`src/rtl/bmfa_pkg.sv`:
```
`default_nettype none

package bmfa_pkg;

    // Field and register widths
    localparam int CNT_W    = 14;
    localparam int NUM_W    = 14;
    localparam int STATUS_W = 2;

    // Parameter defaults
    localparam int MAP_BITS_DEFAULT  = 8192;
    localparam int WORD_BITS_DEFAULT = 32;

    localparam logic [CNT_W-1:0] COUNT_RESET = 14'd8192;

    localparam logic OP_ALLOC  = 1'b0;
    localparam logic OP_FREE   = 1'b1;

    localparam logic MAP_INODE = 1'b0;
    localparam logic MAP_BLOCK = 1'b1;

    localparam logic REG_INODE_COUNT = 1'b0;
    localparam logic REG_BLOCK_COUNT = 1'b1;

    typedef enum logic [STATUS_W-1:0] {
        STATUS_OK    = 2'd0,
        STATUS_FULL  = 2'd1,
        STATUS_RANGE = 2'd2
    } status_t;

endpackage

`default_nettype wire

```
`src/rtl/bmfa_word_scan.sv`:
```
`default_nettype none

module bmfa_word_scan #(
    parameter int WORD_BITS = bmfa_pkg::WORD_BITS_DEFAULT,
    parameter int USE_W     = $clog2(WORD_BITS + 1),
    parameter int BIT_W     = $clog2(WORD_BITS)
) (
    input  wire logic [WORD_BITS-1:0] word,
    input  wire logic [USE_W-1:0]     usable,
    output logic                      hit,
    output logic [BIT_W-1:0]          hit_bit
);

    // Lowest clear bit among the low 'usable' bits of the word
    always_comb
    begin
        hit     = 1'b0;
        hit_bit = '0;
        for (int i = WORD_BITS - 1; i >= 0; i--)
        begin
            if (!word[i] && (USE_W'(i) < usable))
            begin
                hit     = 1'b1;
                hit_bit = BIT_W'(i);
            end
        end
    end

endmodule

`default_nettype wire

```
`config.mk`:
```
export PLATFORM = sky130hd
export DESIGN_NAME = bmfa_word_scan
export DESIGN_NICKNAME = d
export VERILOG_FILES = /design/src/rtl/bmfa_pkg.sv /design/src/rtl/bmfa_word_scan.sv
export SDC_FILE = /design/constraint.sdc
export NUM_CORES = 1
export LEC_CHECK = 0
export BUFFER_PORTS_ARGS = -buffer_cell sky130_fd_sc_hd__buf_2
export CAP_MARGIN = 20
export CORE_ASPECT_RATIO = 0.75
export CORE_MARGIN = 2
export CORE_UTILIZATION = 46
export DETAILED_ROUTE_END_ITERATION = 7
export GPL_TIMING_DRIVEN = 0
export PLACE_DENSITY = 0.88
export REMOVE_ABC_BUFFERS = 1
export SYNTH_ARGS = -nofsm -noshare
export SYNTH_HDL_FRONTEND = slang
export SYNTH_SLANG_ARGS = --single-unit
export TNS_END_PERCENT = 1
```
`constraint.sdc`:
```
create_clock -name vclk -period 2.3
set_input_delay 0.46 -clock vclk [all_inputs]
set_output_delay 0.46 -clock vclk [all_outputs]
set_load 0.01 [all_outputs]
```
==> results by stage <==
Run status:
- The run finished, with violations left.
- The checks that failed: negative setup slack.

Detailed routing:
- After detailed routing, the number of remaining DRC violations is 0.
- After the first detailed-routing iteration, the DRC count stood at 179.
- The detail-routed via count per cell is 7.17.
- The routed via count is 1656.
- The antenna violation net count after detailed routing is 0.
- Before antenna repair, the detailed router went through 8 iterations.
- After detailed routing, the average wire length per cell comes to 19.8 um.
- The overall routed net length is 4.58 mm.

Worst setup path:
- In this run the worst path has a maximum fanout of 20.
- The kind of cell with the highest combined delay along the critical path is compound AO/OA/AOI/OAI gates.
- The delay contributed by the slowest stage of the critical path is between 0.2 and 0.3 ns.
- The worst setup path is launched from an input port.
- For this design, the slowest cell found on the critical path is sky130_fd_sc_hd__a2111oi_4.
- The worst setup path is captured at a primary output.
- The worst setup path is of the input port to primary output kind.
- The critical path crosses 8 cells after its start point.
- STA puts the critical path data required time at 1.84 ns.
- Traced cell by cell, the critical path runs through buf_4 > inv_1 > a31oi_1 > a21o_1 > a22o_1 > a2111oi_4 > a211oi_2 > buf_2.
- For the worst setup path, the data arrival time is 2.08 ns.
- The buffering stage count on the worst path with inverters included is 3.

Pwr:
- Dividing total power by cell area gives a power density of 200 nW/um^2.
- The worst vdd rail ir drop is 0.178 mV.
- The leakage component of the power is between 0.6 and 0.7 nW.

Floorplan:
- Once the floorplan was initialized, standard cells occupied 49.5% of the core.
- The floorplan step set the die height to 44.5 um.
- 44 I/O pins were placed.
- The overall die width is roughly 58 um.
- The die covers ~2600 sq um.
- The floorplan row count is 14.
- The area inside the core boundary is 2030 sq um.

Timing:
- In the post-route analysis, the smallest setup slack over all paths is -0.242 ns.
- The max-slew violation count is 0.
- Measured against its own limit, the worst slew margin works out to 68.2%.
- Setup repair after global routing could not meet its margin everywhere.
- Of the available clock period, the critical path in the final layout requires 111%.
- The time the worst path needs with I/O delays and setup is 2.54 ns.
- The number of endpoints failing setup at the final stage is 6.
- The tightest hold path in the finished design has a slack of between 1 and 1.5 ns.
- The count of endpoints failing hold in the final timing report is 0.
- Based on the critical path, the design can be clocked at up to 0.393 GHz.
- At the pin with the least slew margin, the transition time is 0.474 ns.

Logic synthesis:
- The total number of yosys warnings is 0.
- The synthesized area per cell is 6.33 sq um.
- After synthesis, the netlist uses 55 different library cells.
- In the synthesized netlist, the number of instances is about 160.
- For this run, the register share of the synthesized area comes to 0%.
- The cell area that synthesis handed to floorplanning was 1010 sq um.

Cells and area:
- Leaving out fill and tap cells, the most frequent cell in the layout is sky130_fd_sc_hd__buf_2.
- The number of inserted diodes is 0.
- In the layout the commonest cells are 38 x sky130_fd_sc_hd__buf_2, 14 x sky130_fd_sc_hd__nand2_1, 14 x sky130_fd_sc_hd__a21oi_1, 13 x sky130_fd_sc_hd__buf_4, 10 x sky130_fd_sc_hd__o21ai_0.
- The total number of sequential cells is 0.
- The sequential cell area is 0 sq um.
- Counting the clock-network buffers in the layout gives 0.
- Cells with a size suffix above 1 make up 45.4% of the layout.
- The cell area after layout is 1530 sq um.
- Compared with the post-synthesis result, the final layout area differs by 52.0%.
- The net count of the finished layout is roughly 250.

Global routing:
- Entering global routing, the biggest net connects 23 pins.
- The total track usage is between 20% and 30%.
- The via count of the first global-routing pass is 1326.
- The final global-route overflow total is 0.
- The first global-routing pass estimated 5.95 mm of wire.
- The initial antenna violation count is 0.

CTS:
- The number of hold buffers added after cts is 0.

Job:
- Across the run, the number of max-cap violations was 0.

Min path:
- Counting instances, the worst hold path has a depth of 4.
- The path class of the tightest hold or removal check is input port to primary output.
- The end point of the most critical hold path is hit_bit[0].
- The hold path startpoint is word[0].

Placement:
- The final estimated routing congestion in global placement is 0.965.
- Before CTS, the worst setup slack after placement is -0.819 ns.
- The instance area after placement is 1190 sq um.
- Detailed placement ended at an HPWL of 2.56 mm.
- The number of buffers added on ports is 44.
power breakdown:
part           leakage (nW)  total [mW]  internal [mW]  switching, mW
clock network             0           0              0              0
registers                 0           0              0              0
logic                 0.625       0.306          0.133          0.173
stage by stage:
step	power [mW]	util (%)	TNS (ns)	cells
after floorplan	0.124	-	-0.800	148
after global placement	0.211	58.7	-4.22	216
after detailed placement	0.216	58.7	-4.40	216
after CTS	0.260	70.6	-1.06	230
after global routing	0.321	75.2	-1.47	231
final	0.306	75.2	-1.08	231
cell families after synthesis:
kind of cell | synth area share, %
AND/OR/NAND/NOR | 36.7
AO/OA/AOI/OAI | 54.5
buffers and inverters | 8.83
cells in the mapped netlist, types with 4 or more instances:
library cell | count | area (sq um)
sky130_fd_sc_hd__nand2_1 | 14 | 52.6
sky130_fd_sc_hd__nand3_1 | 7 | 35.0
sky130_fd_sc_hd__nor2b_1 | 4 | 25.0
sky130_fd_sc_hd__o21ai_0 | 10 | 50.1
sky130_fd_sc_hd__buf_2 | 8 | 40.0
sky130_fd_sc_hd__nor3_1 | 5 | 25.0
sky130_fd_sc_hd__and3_1 | 4 | 25.0
sky130_fd_sc_hd__nand2b_1 | 5 | 31.3
sky130_fd_sc_hd__nor2_1 | 10 | 37.5
sky130_fd_sc_hd__a211oi_1 | 5 | 37.5
sky130_fd_sc_hd__a21oi_1 | 18 | 90.1
sky130_fd_sc_hd__inv_1 | 7 | 26.3
routing by layer:
metal / track usage, % / vias up / share of wire, %
met4: 9.30 / 0 / 5.5
li1: - / 730 / -
met2: 51.4 / 162 / 45
met3: 1.46 / 42 / 14
met1: 39.4 / 722 / 36
met5: 0 / - / 0
how the worst max path moves through the flow:
| stage | from | endpoint |
|---|---|---|
| floorplan | usable[5] | hit_bit[1] |
| global placement | usable[5] | hit_bit[1] |
| detailed placement | usable[5] | hit_bit[0] |
| CTS | usable[4] | hit_bit[4] |
| global route | usable[1] | hit_bit[1] |
| finish | usable[1] | hit_bit[0] |
tightest hold or removal path: stages:
cell                       delay [ns]
sky130_fd_sc_hd__buf_2           0.10
sky130_fd_sc_hd__a21oi_1         0.09
sky130_fd_sc_hd__a211oi_2        0.14
sky130_fd_sc_hd__buf_2           0.14
final cells by class:
cell class	instances	area [sq um]
Multi-Input combinational cell	141	1060
Fill cell	133	503
Timing Repair Buffer	59	413
Tap cell	24	30.0
Inverter	7	26.3
timing repair:
item                                    4_1_cts  5_1_grt
resized for setup                            26       19
buffers inserted                             14        1
endpoints found under the setup margin        6        6
pin swaps                                     8        5
Note: power is estimated with default switching activity, not from simulation.
